## config.mk

```make
export PLATFORM = sky130hd
export DESIGN_NAME = jtp_mac
export DESIGN_NICKNAME = d
export VERILOG_FILES = /design/src/rtl/jtp_pkg.sv /design/src/rtl/jtp_mac.sv
export SDC_FILE = /design/constraint.sdc
export NUM_CORES = 2
export LEC_CHECK = 0
export BUFFER_PORTS_ARGS = -buffer_cell sky130_fd_sc_hd__buf_4
export CAP_MARGIN = 20
export CORE_MARGIN = 3
export CORE_UTILIZATION = 51
export CTS_BUF_LIST = sky130_fd_sc_hd__clkbuf_2 sky130_fd_sc_hd__clkbuf_4 sky130_fd_sc_hd__clkbuf_8
export DETAILED_ROUTE_END_ITERATION = 16
export GPL_TIMING_DRIVEN = 0
export PLACE_DENSITY = 0.67
export RECOVER_POWER = 50
export SLEW_MARGIN = 20
export SYNTH_ARGS = -nofsm -noshare
export SYNTH_HDL_FRONTEND = slang
export SYNTH_SLANG_ARGS = --single-unit
```

## constraint.sdc

```tcl
create_clock -name clk -period 8.7 [get_ports clk]
set_clock_uncertainty 0.15 [all_clocks]
set_input_delay 0.87 -clock clk [delete_from_list [all_inputs] [get_ports clk]]
set_output_delay 0.87 -clock clk [all_outputs]
set_load 0.01 [all_outputs]
```

## src/rtl/jtp_pkg.sv

```systemverilog
`default_nettype none

package jtp_pkg;

	// structural defaults
	localparam int JOINTS_DEFAULT    = 7;
	localparam int FRAC_BITS_DEFAULT = 16;

	// datapath widths
	localparam int MUL_W = 33;
	localparam int ACC_W = 66;

	// item kinds
	localparam logic [1:0] KIND_LOAD_GAINS = 2'd0;
	localparam logic [1:0] KIND_START      = 2'd1;
	localparam logic [1:0] KIND_STEP       = 2'd2;

	// configuration register indexes
	localparam logic [1:0] CFG_CORIOLIS_SCALE  = 2'd0;
	localparam logic [1:0] CFG_MAX_TORQUE_STEP = 2'd1;
	localparam logic [1:0] CFG_VEL_FILT_WEIGHT = 2'd2;

	// configuration reset values
	localparam logic signed [31:0] CORIOLIS_SCALE_RESET  = 32'sd65536;
	localparam logic [30:0]        MAX_TORQUE_STEP_RESET = 31'd65536;
	localparam logic [16:0]        VEL_FILT_WEIGHT_RESET = 17'd64881;

	// saturation bounds at accumulator width
	localparam logic signed [ACC_W-1:0] S32_MAX_W = 66'sd2147483647;
	localparam logic signed [ACC_W-1:0] S32_MIN_W = -66'sd2147483648;

	typedef struct packed {
		logic [1:0]         kind;
		logic [2:0]         joint;
		logic signed [31:0] measured_position;
		logic signed [31:0] measured_velocity;
		logic signed [31:0] velocity_ref;
		logic signed [31:0] coriolis_torque;
		logic signed [31:0] previous_torque;
		logic [16:0]        step_period;
		logic signed [31:0] gain_p;
		logic signed [31:0] gain_d;
	} cmd_t;

	typedef struct packed {
		logic [2:0]         out_joint;
		logic signed [31:0] torque_command;
		logic               rate_limited;
	} rsp_t;

	// one word of per-joint state
	typedef struct packed {
		logic signed [31:0] desired_position;
		logic signed [31:0] filtered_velocity;
		logic signed [31:0] gain_p;
		logic signed [31:0] gain_d;
	} entry_t;

	function automatic logic signed [ACC_W-1:0] sext32(input logic signed [31:0] x);
		return {{(ACC_W-32){x[31]}}, x};
	endfunction

	function automatic logic signed [MUL_W-1:0] mop32(input logic signed [31:0] x);
		return {x[31], x};
	endfunction

	function automatic logic signed [31:0] sat32(input logic signed [ACC_W-1:0] v);
		logic signed [31:0] r;
		if (v > S32_MAX_W) begin
			r = 32'sh7fffffff;
		end else if (v < S32_MIN_W) begin
			r = 32'sh80000000;
		end else begin
			r = v[31:0];
		end
		return r;
	endfunction

endpackage

`default_nettype wire

```

## src/rtl/jtp_mac.sv

```systemverilog
`default_nettype none

module jtp_mac #(
	parameter int FRAC_BITS = jtp_pkg::FRAC_BITS_DEFAULT
) (
	input  wire logic                                clk,
	input  wire logic signed [jtp_pkg::MUL_W-1:0]    mul_a,
	input  wire logic signed [jtp_pkg::MUL_W-1:0]    mul_b,
	input  wire logic                                accumulate,
	output logic signed [31:0]                       result
);

	localparam logic signed [jtp_pkg::ACC_W-1:0] HALF =
		jtp_pkg::ACC_W'(66'sd1 <<< (FRAC_BITS - 1));

	logic signed [jtp_pkg::ACC_W-1:0] prod_s1;
	logic signed [jtp_pkg::ACC_W-1:0] acc_s2;
	logic signed [jtp_pkg::ACC_W-1:0] biased;
	logic signed [jtp_pkg::ACC_W-1:0] scaled;

	// product register, then load or accumulate
	always_ff @(posedge clk) begin
		prod_s1 <= mul_a * mul_b;
		if (accumulate) begin
			acc_s2 <= acc_s2 + prod_s1;
		end else begin
			acc_s2 <= prod_s1;
		end
	end

	// round half up to the fraction width and saturate
	always_comb begin
		biased = acc_s2 + HALF;
		scaled = biased >>> FRAC_BITS;
		result = jtp_pkg::sat32(scaled);
	end

endmodule

`default_nettype wire

```

==> flow_metrics.py <==
metrics = {
    "outcome": {
        "status": "completed",
    },
    "timing": {
        "drv_slew": 0,
        "slew_headroom_pct": 21.3,
        "rsz0062_at_grt": "yes",
        "worst_slew_pin_slew_ns": 1.18,
        "setup_tns_ns": 0,
        "setup_viol": 0,
        "finalCritPeriodShare_pct": 98.2,
        "fin_crit_ns": 8.55,
        "finalHoldViolCount": 0,
        "max_clock_freq_mhz": 117,
    },
    "place": {
        "dpl.hpwl_um": 139000,
        "place_area_um2": 49800,
        "gp_congestion": 1.03,
        "port_buffers": 98,
    },
    "clocking": {
        "clockRootBuffer": "clkbuf_8",
        "cts_hold_buf": 0,
        "cts_tree": "done",
        "cts_buffers": 17,
        "clk_path_buf_depth": 2,
        "clock_sinks": 132,
        "clock_latency_ns": 0.47,
        "clkTransAtPathRegs_ns": 0.09,
        "cts_htree_levels": 4,
    },
    "final_layout": {
        "multi_input_area_um2": 39600,
        "syn_to_final_growth_pct": 6.70,
        "final_layout_size_suffix_gt1_share_pct": 7.14,
        "regArea_um2": 2640,
        "nFillCells": 8673,
        "nets": 6851,
        "fin_area_um2": 50700,
        "final_core_util_pct": 55.1,
    },
    "worst_setup_path": {
        "worst_ep_arrival_time_ns": 8.80,
        "crit_fanout": 15,
        "criticalPathCategory": "in -> reg",
        "crit_required_ns": 8.95,
        "cp-start-kind": "primary input",
        "timing.rr.end": "acc_s2[61]$_DFF_P_",
        "cp-end-kind": "flop",
        "r2r_slack_ns": 4.51,
        "reg2regPathDepth": 11,
        "timing.rr.start": "prod_s1[11]$_DFF_P_",
    },
    "detailed_routing": {
        "avgViaCountPerCell": 5.55,
        "drtIter0Drc": 3089,
        "post-route-drc-count": 0,
        "finalWirelength_um": 166000,
        "ant_nets": 0,
        "routedWlPerCell_um": 25.1,
        "dr.pass1.iters": 8,
        "vias": 36700,
    },
    "floorplanning": {
        "num_io_pins": 100,
        "dieHeight_um": 311,
        "start_util_pct": 51.6,
        "dieArea_um2": 96900,
        "die_w_um": 311,
        "coreArea_um2": 92100,
        "num_rows": 111,
    },
    "synth": {
        "syn_nets": 6726,
        "yosys.area.top_type_share_pct": 48.3,
        "synth_warnings": 0,
        "ys_top_cells_by_area": "fa_1 48%, inv_1 9.1%, ha_1 7.5%, and2_1 7.3%, dfxtp_1 5.6%",
        "async_reset_ff_share_pct": 0,
        "ys_seq_area_share_pct": 5.56,
        "synth_commonest_cells": "1148 x inv_1, 1146 x fa_1, 631 x nand2_1",
        "syn_area_um2": 47500,
        "yosysTopAreaCell": "fa_1",
        "syn_inst": 5229,
        "synth_most_common_cell": "inv_1",
        "synth_flop_cell": "dfxtp_1",
        "syn_area_per_cell_um2": 9.09,
        "synth.ff_latch_count": 132,
        "synth_edf_count": 0,
        "yosysUniqueCellTypes": 76,
    },
    "hold_path": {
        "worst_hold_path_type": "reg -> reg",
        "worst_hold_path.endpoint": "acc_s2[65]$_DFF_P_",
        "holdPathStages": 1,
        "min-delay-start": "prod_s1[65]$_DFF_P_",
    },
    "grt": {
        "grt_pass1_wl_um": 250000,
        "antenna_found_initial": 5,
        "gr-total-overflow": 0,
        "grt_pass1_vias": 39000,
        "grt_max_degree": 18,
        "grt_use_total_pct": 35.2,
    },
    "run": {
        "maxCapViolations": 0,
    },
}
-- cell families after synthesis --
group,count (synthesis),synth area share (%)
flops,132,5.56
fa+ha+maj,1429,55.7
compound gates,530,7.17
buf+inv,1424,11.3
simple gates,1489,15.8
mux,59,1.39
xor+xnor,166,3.06
-- final cells by class --
class                      count  area share, %
multi-input combinational   3673           78.1
inverter                    1149           8.54
sequential                   132           5.21
tap                         1243           3.07
buffer                       264           2.43
timing repair buffer         117           1.84
clock buffer                  18          0.476
clock inverter                14          0.326
antenna                        7         0.0346
-- state kept, by name (all words and copies together), names as in the netlist --
signal,count
prod_s1,66
acc_s2,66
-- placed cells by master, fill, tap and decap left out, types with 8 or more instances in the layout --
cell type  instances
fa_1            1135
nand4_1           44
a21oi_1          140
inv_1           1140
nand2_1          630
clkbuf_4          17
o21ai_1           28
a21o_1            79
buf_2             17
and3_1            26
xnor2_1           99
a31oi_1           23
a211oi_1          15
nor4_1             8
mux2_2            55
o211ai_1          10
nor3_1            26
o21ai_0           82
and2_1           553
xor2_1            67
clkbuf_8          17
nand2b_1          22
o31ai_1           18
nor2_1            90
nand3_1           49
fa_2              11
o21bai_1          39
ha_1             283
clkbuf_1         135
o21a_1            25
inv_6              8
dfxtp_1          132
clkbuf_2          89
buf_4            113
-- critical path, stage by stage --
cell and delay, ns:
buf_4 0.23, buf_2 0.46, nand2_1 0.15, fa_1 0.54, fa_1 0.57, inv_1 0.06
fa_1 0.56, inv_1 0.08, fa_1 0.53, inv_1 0.05, fa_1 0.48, fa_1 0.62
fa_1 0.44, fa_1 0.61, ha_1 0.37, clkbuf_1 0.31, nand2_1 0.13, a211o_1 0.33
a211oi_1 0.25, a21o_2 0.24, a2111o_1 0.21, nand2_1 0.15, o41ai_1 0.35, xor2_1 0.18
-- per-stage QoR --
stage	instances	hold slack, ns	setup slack, ns
4_1_cts	6607	0.269	0.0112
6_report	6617	0.276	0.153
3_3_place_gp	6570	0.270	-1.88
2_1_floorplan	5229	0.259	0.184
5_1_grt	6612	0.303	-0.0499
3_5_place_dp	6571	0.274	-1.87
-- how the worst max path moves through the flow --
stage,to,startpoint,slack (ns),depth (start not counted)
after detailed placement,prod_s1[64]$_DFF_P_,mul_b[6],-1.87,30
after CTS,prod_s1[65]$_DFF_P_,mul_b[0],0.01,29
after global routing,prod_s1[65]$_DFF_P_,mul_b[20],-0.05,24
final,prod_s1[64]$_DFF_P_,mul_a[23],0.15,24
after global placement,prod_s1[64]$_DFF_P_,mul_b[8],-1.88,29
after floorplan,prod_s1[64]$_DFF_P_,mul_a[32],0.18,27
-- repair_timing --
action / 4_1_cts / 5_1_grt
buffers inserted: 10 / 8
gates resized for setup: 80 / 207
pin swaps: 3 / 3
endpoints found under the hold margin: 0 / 0
setup endpoints to repair: 21 / 16
-- metal layers --
metal / up-vias / wire, um / global-route usage (%)
li1: 15900 / - / -
met1: 18600 / 66400 / 47.1
met2: 1788 / 73100 / 54.7
met3: 383 / 18300 / 9.46
met4: 0 / 8420 / 13.9
met5: - / 0 / 0
Power is not shown: default switching activity piles up to over one toggle a cycle in this logic, so the estimate is an artifact.
