--- config.mk ---
export PLATFORM = sky130hd
export DESIGN_NAME = jtp_state_mem
export DESIGN_NICKNAME = d
export VERILOG_FILES = /design/src/rtl/jtp_pkg.sv /design/src/rtl/jtp_state_mem.sv
export SDC_FILE = /design/constraint.sdc
export NUM_CORES = 1
export LEC_CHECK = 0
export BUFFER_PORTS_ARGS = -buffer_cell sky130_fd_sc_hd__buf_2
export CAP_MARGIN = 20
export CORE_MARGIN = 5
export CORE_UTILIZATION = 35
export DETAILED_ROUTE_END_ITERATION = 6
export GPL_TIMING_DRIVEN = 0
export PLACE_DENSITY = 0.65
export SYNTH_ARGS = -nofsm -noshare
export SYNTH_HDL_FRONTEND = slang
export SYNTH_SLANG_ARGS = --single-unit
--- constraint.sdc ---
create_clock -name clk -period 1.2 [get_ports clk]
set_input_delay 0.12 -clock clk [delete_from_list [all_inputs] [get_ports clk]]
set_output_delay 0.12 -clock clk [all_outputs]
set_load 0.1 [all_outputs]
--- src/rtl/jtp_pkg.sv ---
`default_nettype none

package jtp_pkg;

	// structural defaults
	localparam int JOINTS_DEFAULT    = 7;
	localparam int FRAC_BITS_DEFAULT = 16;

	// datapath widths
	localparam int MUL_W = 33;
	localparam int ACC_W = 66;

	// item kinds
	localparam logic [1:0] KIND_LOAD_GAINS = 2'd0;
	localparam logic [1:0] KIND_START      = 2'd1;
	localparam logic [1:0] KIND_STEP       = 2'd2;

	// configuration register indexes
	localparam logic [1:0] CFG_CORIOLIS_SCALE  = 2'd0;
	localparam logic [1:0] CFG_MAX_TORQUE_STEP = 2'd1;
	localparam logic [1:0] CFG_VEL_FILT_WEIGHT = 2'd2;

	// configuration reset values
	localparam logic signed [31:0] CORIOLIS_SCALE_RESET  = 32'sd65536;
	localparam logic [30:0]        MAX_TORQUE_STEP_RESET = 31'd65536;
	localparam logic [16:0]        VEL_FILT_WEIGHT_RESET = 17'd64881;

	// saturation bounds at accumulator width
	localparam logic signed [ACC_W-1:0] S32_MAX_W = 66'sd2147483647;
	localparam logic signed [ACC_W-1:0] S32_MIN_W = -66'sd2147483648;

	typedef struct packed {
		logic [1:0]         kind;
		logic [2:0]         joint;
		logic signed [31:0] measured_position;
		logic signed [31:0] measured_velocity;
		logic signed [31:0] velocity_ref;
		logic signed [31:0] coriolis_torque;
		logic signed [31:0] previous_torque;
		logic [16:0]        step_period;
		logic signed [31:0] gain_p;
		logic signed [31:0] gain_d;
	} cmd_t;

	typedef struct packed {
		logic [2:0]         out_joint;
		logic signed [31:0] torque_command;
		logic               rate_limited;
	} rsp_t;

	// one word of per-joint state
	typedef struct packed {
		logic signed [31:0] desired_position;
		logic signed [31:0] filtered_velocity;
		logic signed [31:0] gain_p;
		logic signed [31:0] gain_d;
	} entry_t;

	function automatic logic signed [ACC_W-1:0] sext32(input logic signed [31:0] x);
		return {{(ACC_W-32){x[31]}}, x};
	endfunction

	function automatic logic signed [MUL_W-1:0] mop32(input logic signed [31:0] x);
		return {x[31], x};
	endfunction

	function automatic logic signed [31:0] sat32(input logic signed [ACC_W-1:0] v);
		logic signed [31:0] r;
		if (v > S32_MAX_W) begin
			r = 32'sh7fffffff;
		end else if (v < S32_MIN_W) begin
			r = 32'sh80000000;
		end else begin
			r = v[31:0];
		end
		return r;
	endfunction

endpackage

`default_nettype wire

--- src/rtl/jtp_state_mem.sv ---
`default_nettype none

module jtp_state_mem #(
	parameter int JOINTS = jtp_pkg::JOINTS_DEFAULT,
	parameter int AW     = (JOINTS > 1) ? $clog2(JOINTS) : 1
) (
	input  wire logic            clk,
	input  wire logic            arst_n,
	input  wire logic            rd_en,
	input  wire logic [AW-1:0]   rd_addr,
	output jtp_pkg::entry_t      rd_entry,
	input  wire logic            wr_en,
	input  wire logic [AW-1:0]   wr_addr,
	input  wire jtp_pkg::entry_t wr_entry
);

	jtp_pkg::entry_t   mem_q [JOINTS];
	jtp_pkg::entry_t   rd_data_q;
	logic [JOINTS-1:0] written_q;
	logic              rd_hit_q;

	// storage array with registered read
	always_ff @(posedge clk) begin
		if (wr_en) begin
			mem_q[wr_addr] <= wr_entry;
		end
		if (rd_en) begin
			rd_data_q <= mem_q[rd_addr];
		end
	end

	// per-joint written flags, so unwritten entries read as zero
	always_ff @(posedge clk or negedge arst_n) begin
		if (!arst_n) begin
			written_q <= '0;
			rd_hit_q  <= 1'b0;
		end else begin
			if (wr_en) begin
				written_q[wr_addr] <= 1'b1;
			end
			if (rd_en) begin
				rd_hit_q <= written_q[rd_addr];
			end
		end
	end

	assign rd_entry = rd_hit_q ? rd_data_q : '0;

endmodule

`default_nettype wire
==> metrics.csv <==
stage,metric,value,unit
run_status,status,"finished, violations left",
run_status,violations,"hold timing, setup timing",
sta,slew-limit-headroom,43.99,%
pwr,p_sw,21770,uW
cts,cts_tree,built,
logic_synthesis,ys.flop_type,edfxtp_1,
placed_design,place_hpwl,61520,um
setup_path,cp_slowest_stage_delay,0.47,ns
sta,tightest_slew,0.8402,ns
finish,utilization,46.31,%
finish,fin_area,51320,um^2
cts,path_clk_slew,0.06,ns
floorplanning,ios,266,
floorplanning,start_util,35.32,%
logic_synthesis,synthTopCellsByArea,"edfxtp_1, mux4_2, mux2_2, mux2i_1, and2_1",
logic_synthesis,synth_top_area_share,78.55,%
setup_path,crit_type,flip-flop to output port,
sta,finalMaxSlewViolations,0,
pwr,switching_share,25.23,%
sta,skew,0.03064,ns
finish,multiInputGateArea,8227,um^2
global_route,grt_usage,16.33,%
setup_path,worstPathMaxFanout,7,
global_route,grt_pass1_vias,21370,
sta,hold_slack,-0.1442,ns
floorplanning,die_x,344.4,um
finish,fillers,9245,
pwr,peakVddDrop,0.001323,V
sta,min_period,2.102,ns
cts,htree_levels,3,
finish,nets,2639,
sta,final.period_utilization,175.1,%
cts,clock_latency,0.69,ns
setup_path,required,1.08,ns
drt,drt_first_pass_iters,5,
logic_synthesis,ys_seq_elements,1032,
floorplanning,rows,122,
pwr,seq_power_share,48.1,%
setup_path,cp_common_cell,buf_12,
sta,rsz0062_at_grt,yes,
logic_synthesis,synth_area,39150,um^2
cts,numCtsBuffers,106,
placed_design,dp.cells,3730,
finish,area_growth,31.10,%
drt,routed_via_density,4.889,
setup_path,endpoint_kind,output port,
global_route,grt_max_degree,90,
pwr,power_frac_comb,14.7,%
finish,drive_above_1_share,37.15,%
logic_synthesis,synth_area_leader_cell,edfxtp_1,
cts,clockRootBuffer,clkbuf_16,
floorplanning,die_area,118600,um^2
setup_path,crit_buf_inv,3,
drt,drt-total-wl,98910,um
setup_path,slowest_stage,dfrtp_2,
logic_synthesis,yosysWarnings,0,
drt,routedWlPerCell,24.19,um
hold_path,hp-class,input pin to flip-flop,
sta,fmax,475.8,MHz
pwr,p_clk_share,37.2,%
setup_path,worstPathArrival,1.98,ns
logic_synthesis,syn_avg_cell_area,20.33,um^2
placed_design,io_buffers,262,
logic_synthesis,async_flop_share,0.7752,%
placed_design,dpl_cell_area,44150,um^2
pwr,intPower,64530,uW
logic_synthesis,synth_edf_count,1024,
sta,setup_viol,256,
sta,hold_violations,40,
global_route,antenna_found_initial,15,
logic_synthesis,postSynthCellCount,1926,
logic_synthesis,synth.distinct_cells,19,
sta,setup_slack,-0.9016,ns
setup_path,start_kind,flip-flop,
pwr,p_per_area,1682,nW/um^2
setup_path,cp_top_family,buffers and inverters,
pwr,p_leak,0.01789,uW
global_route,grt_first_pass_wirelength,142000,um
global_route,grt_remaining_overflow,0,
placed_design,gp_congestion,0.7104,
finish,finalNonFillerCells,4088,
floorplanning,core-area,110800,um^2
flow_run,max_cap_viol_count,0,
drt,route.vias.total,19990,
floorplanning,die_height,344.4,um
setup_path,crit_chain,buf_12 -> clkbuf_16 -> and2_4 -> buf_12,
finish,ff_latch_area,30950,um^2
drt,drc,0,
logic_synthesis,synth-seq-area-share,79.06,%
logic_synthesis,syn_nets,2064,
drt,drt_iter0_markers,1541,
cts,clock_sinks,1032,
cts,cts_buffer_depth,3,
drt,drtAntennaViolNets,0,
metal layers:
layer | up-vias | share of wire, % | track usage (%) | wire length, um
met1 | 10410 | 42 | 22.13 | 41470
li1 | 8812 | - | - | -
met5 | - | 0.047 | 0 | 46
met4 | 8 | 1.4 | 3.981 | 1433
met2 | 652 | 50 | 26.99 | 49280
met3 | 106 | 6.7 | 3.712 | 6674
synthesized netlist by cell type, types with 2 or more instances:
| master | count |
|---|---|
| nand2b_1 | 4 |
| nor2_1 | 5 |
| and2_1 | 128 |
| mux2i_1 | 132 |
| dfrtp_1 | 8 |
| o21ai_0 | 128 |
| clkbuf_1 | 62 |
| mux2_2 | 128 |
| or2_2 | 7 |
| nand2_1 | 130 |
| buf_2 | 11 |
| edfxtp_1 | 1024 |
| buf_4 | 14 |
| buf_1 | 6 |
| buf_6 | 6 |
| mux4_2 | 129 |
| nor3_1 | 2 |
logic make-up after synthesis:
logic type / after synthesis / synth area share [%]
and+or+nand+nor: 276 / 3.541
DFF: 1032 / 79.06
AOI/OAI and AO/OA: 128 / 1.636
muxes: 389 / 14.48
buffers and inverters: 101 / 1.282
layout make-up:
type	instances	share of cell area (%)
Timing Repair Buffer	467	11.44
Buffer	100	1.899
Sequential cell	1032	60.31
Multi-Input combinational cell	793	16.03
Tap cell	1488	3.628
Antenna cell	8	0.03901
Clock buffer	128	5.413
Clock inverter	71	1.236
Inverter	1	0.007314
worst register-to-register path: cells and delay by family, from the launching register on:
family	cells	cell delay, ns
multiplexers	2	0.80
flip-flops	1	0.42
power by group through the flow:
stage	Sequential, uW	Clock (uW)	Combinational (uW)
final	41500	32100	12700
after global routing	41600	34500	13200
after CTS	41500	32800	11700
after detailed placement	42300	0	9980
after global placement	42300	0	9610
after floorplan	42200	0	7290
sequential cells by signal, indices dropped and copies added, names as in the netlist:
signal and count:
mem_q 896, rd_data_q 128, rd_hit_q 1, written_q 7
placed cells by master, fill, tap and decap left out, types with 2 or more instances in the layout:
cell type      Yosys  layout
edfxtp_1        1024    1024
nor3_4             0       2
buf_4             14      16
clkbuf_8           0       4
nor2_4             0       5
mux2i_1          132     131
mux2_2           128      94
clkinv_2           0      18
buf_2             11     138
o21ai_0          128     126
bufinv_16          0       8
buf_16             0      15
and2_4             0     113
o21ai_1            0       2
buf_6              6       9
inv_16             0       2
clkbuf_16          0     112
inv_6              0       4
nand2b_4           0       3
buf_8              1      38
diode_2            0       8
clkinvlp_4         0       2
clkbuf_1          62      41
nand2_1          130     129
clkinv_16          0       2
clkinv_4           0       3
clkbuf_2           0      24
or2_2              7       7
mux4_2           129     129
mux2_4             0      34
and2_2             0      15
dlygate4sd3_1      0     135
buf_12             0     161
dfrtp_1            8       7
clkinv_1           0      31
repair_timing:
| action | 4_1_cts | 5_1_grt |
|---|---|---|
| hold endpoints to repair | 983 | 44 |
| pin swaps | 0 | 5 |
| gates cloned | 0 | 4 |
| gates resized for setup | 358 | 278 |
| buffers inserted | 0 | 11 |
| endpoints found under the setup margin | 439 | 485 |
| hold buffers | 134 | 2 |
path summary, 6_finish.rpt:
| check | from | endpoint | slack (ns) | depth (start not counted) |
|---|---|---|---|---|
| setup reg to reg | mem_q[1][76] | rd_data_q[76] | -0.26 | 2 |
| max in group asynchronous | arst_n | rd_hit_q | 0.45 | 3 |
| hold / removal | rd_en | rd_data_q[117] | -0.14 | 1 |
| setup / recovery | rd_hit_q | rd_entry[80] | -0.90 | 4 |
| min in group asynchronous | arst_n | written_q[2] | 0.46 | 3 |
| hold reg to reg | written_q[1] | written_q[1] | 0.47 | 1 |
stage by stage:
step            TNS, ns  hold WS, ns  power [uW]  worst slack (ns)
6_report        -123.05      -0.1442       86310           -0.9016
4_1_cts         -175.82      -0.1715       86050           -0.9948
3_3_place_gp   -4608.15     -0.03989       51940            -6.375
3_5_place_dp    -737.71     -0.02911       52280            -1.184
5_1_grt         -139.21      -0.1700       89320           -0.9858
2_1_floorplan  -1603.36      -0.1756       49490            -2.630
Power figures use the tool's default switching activity.
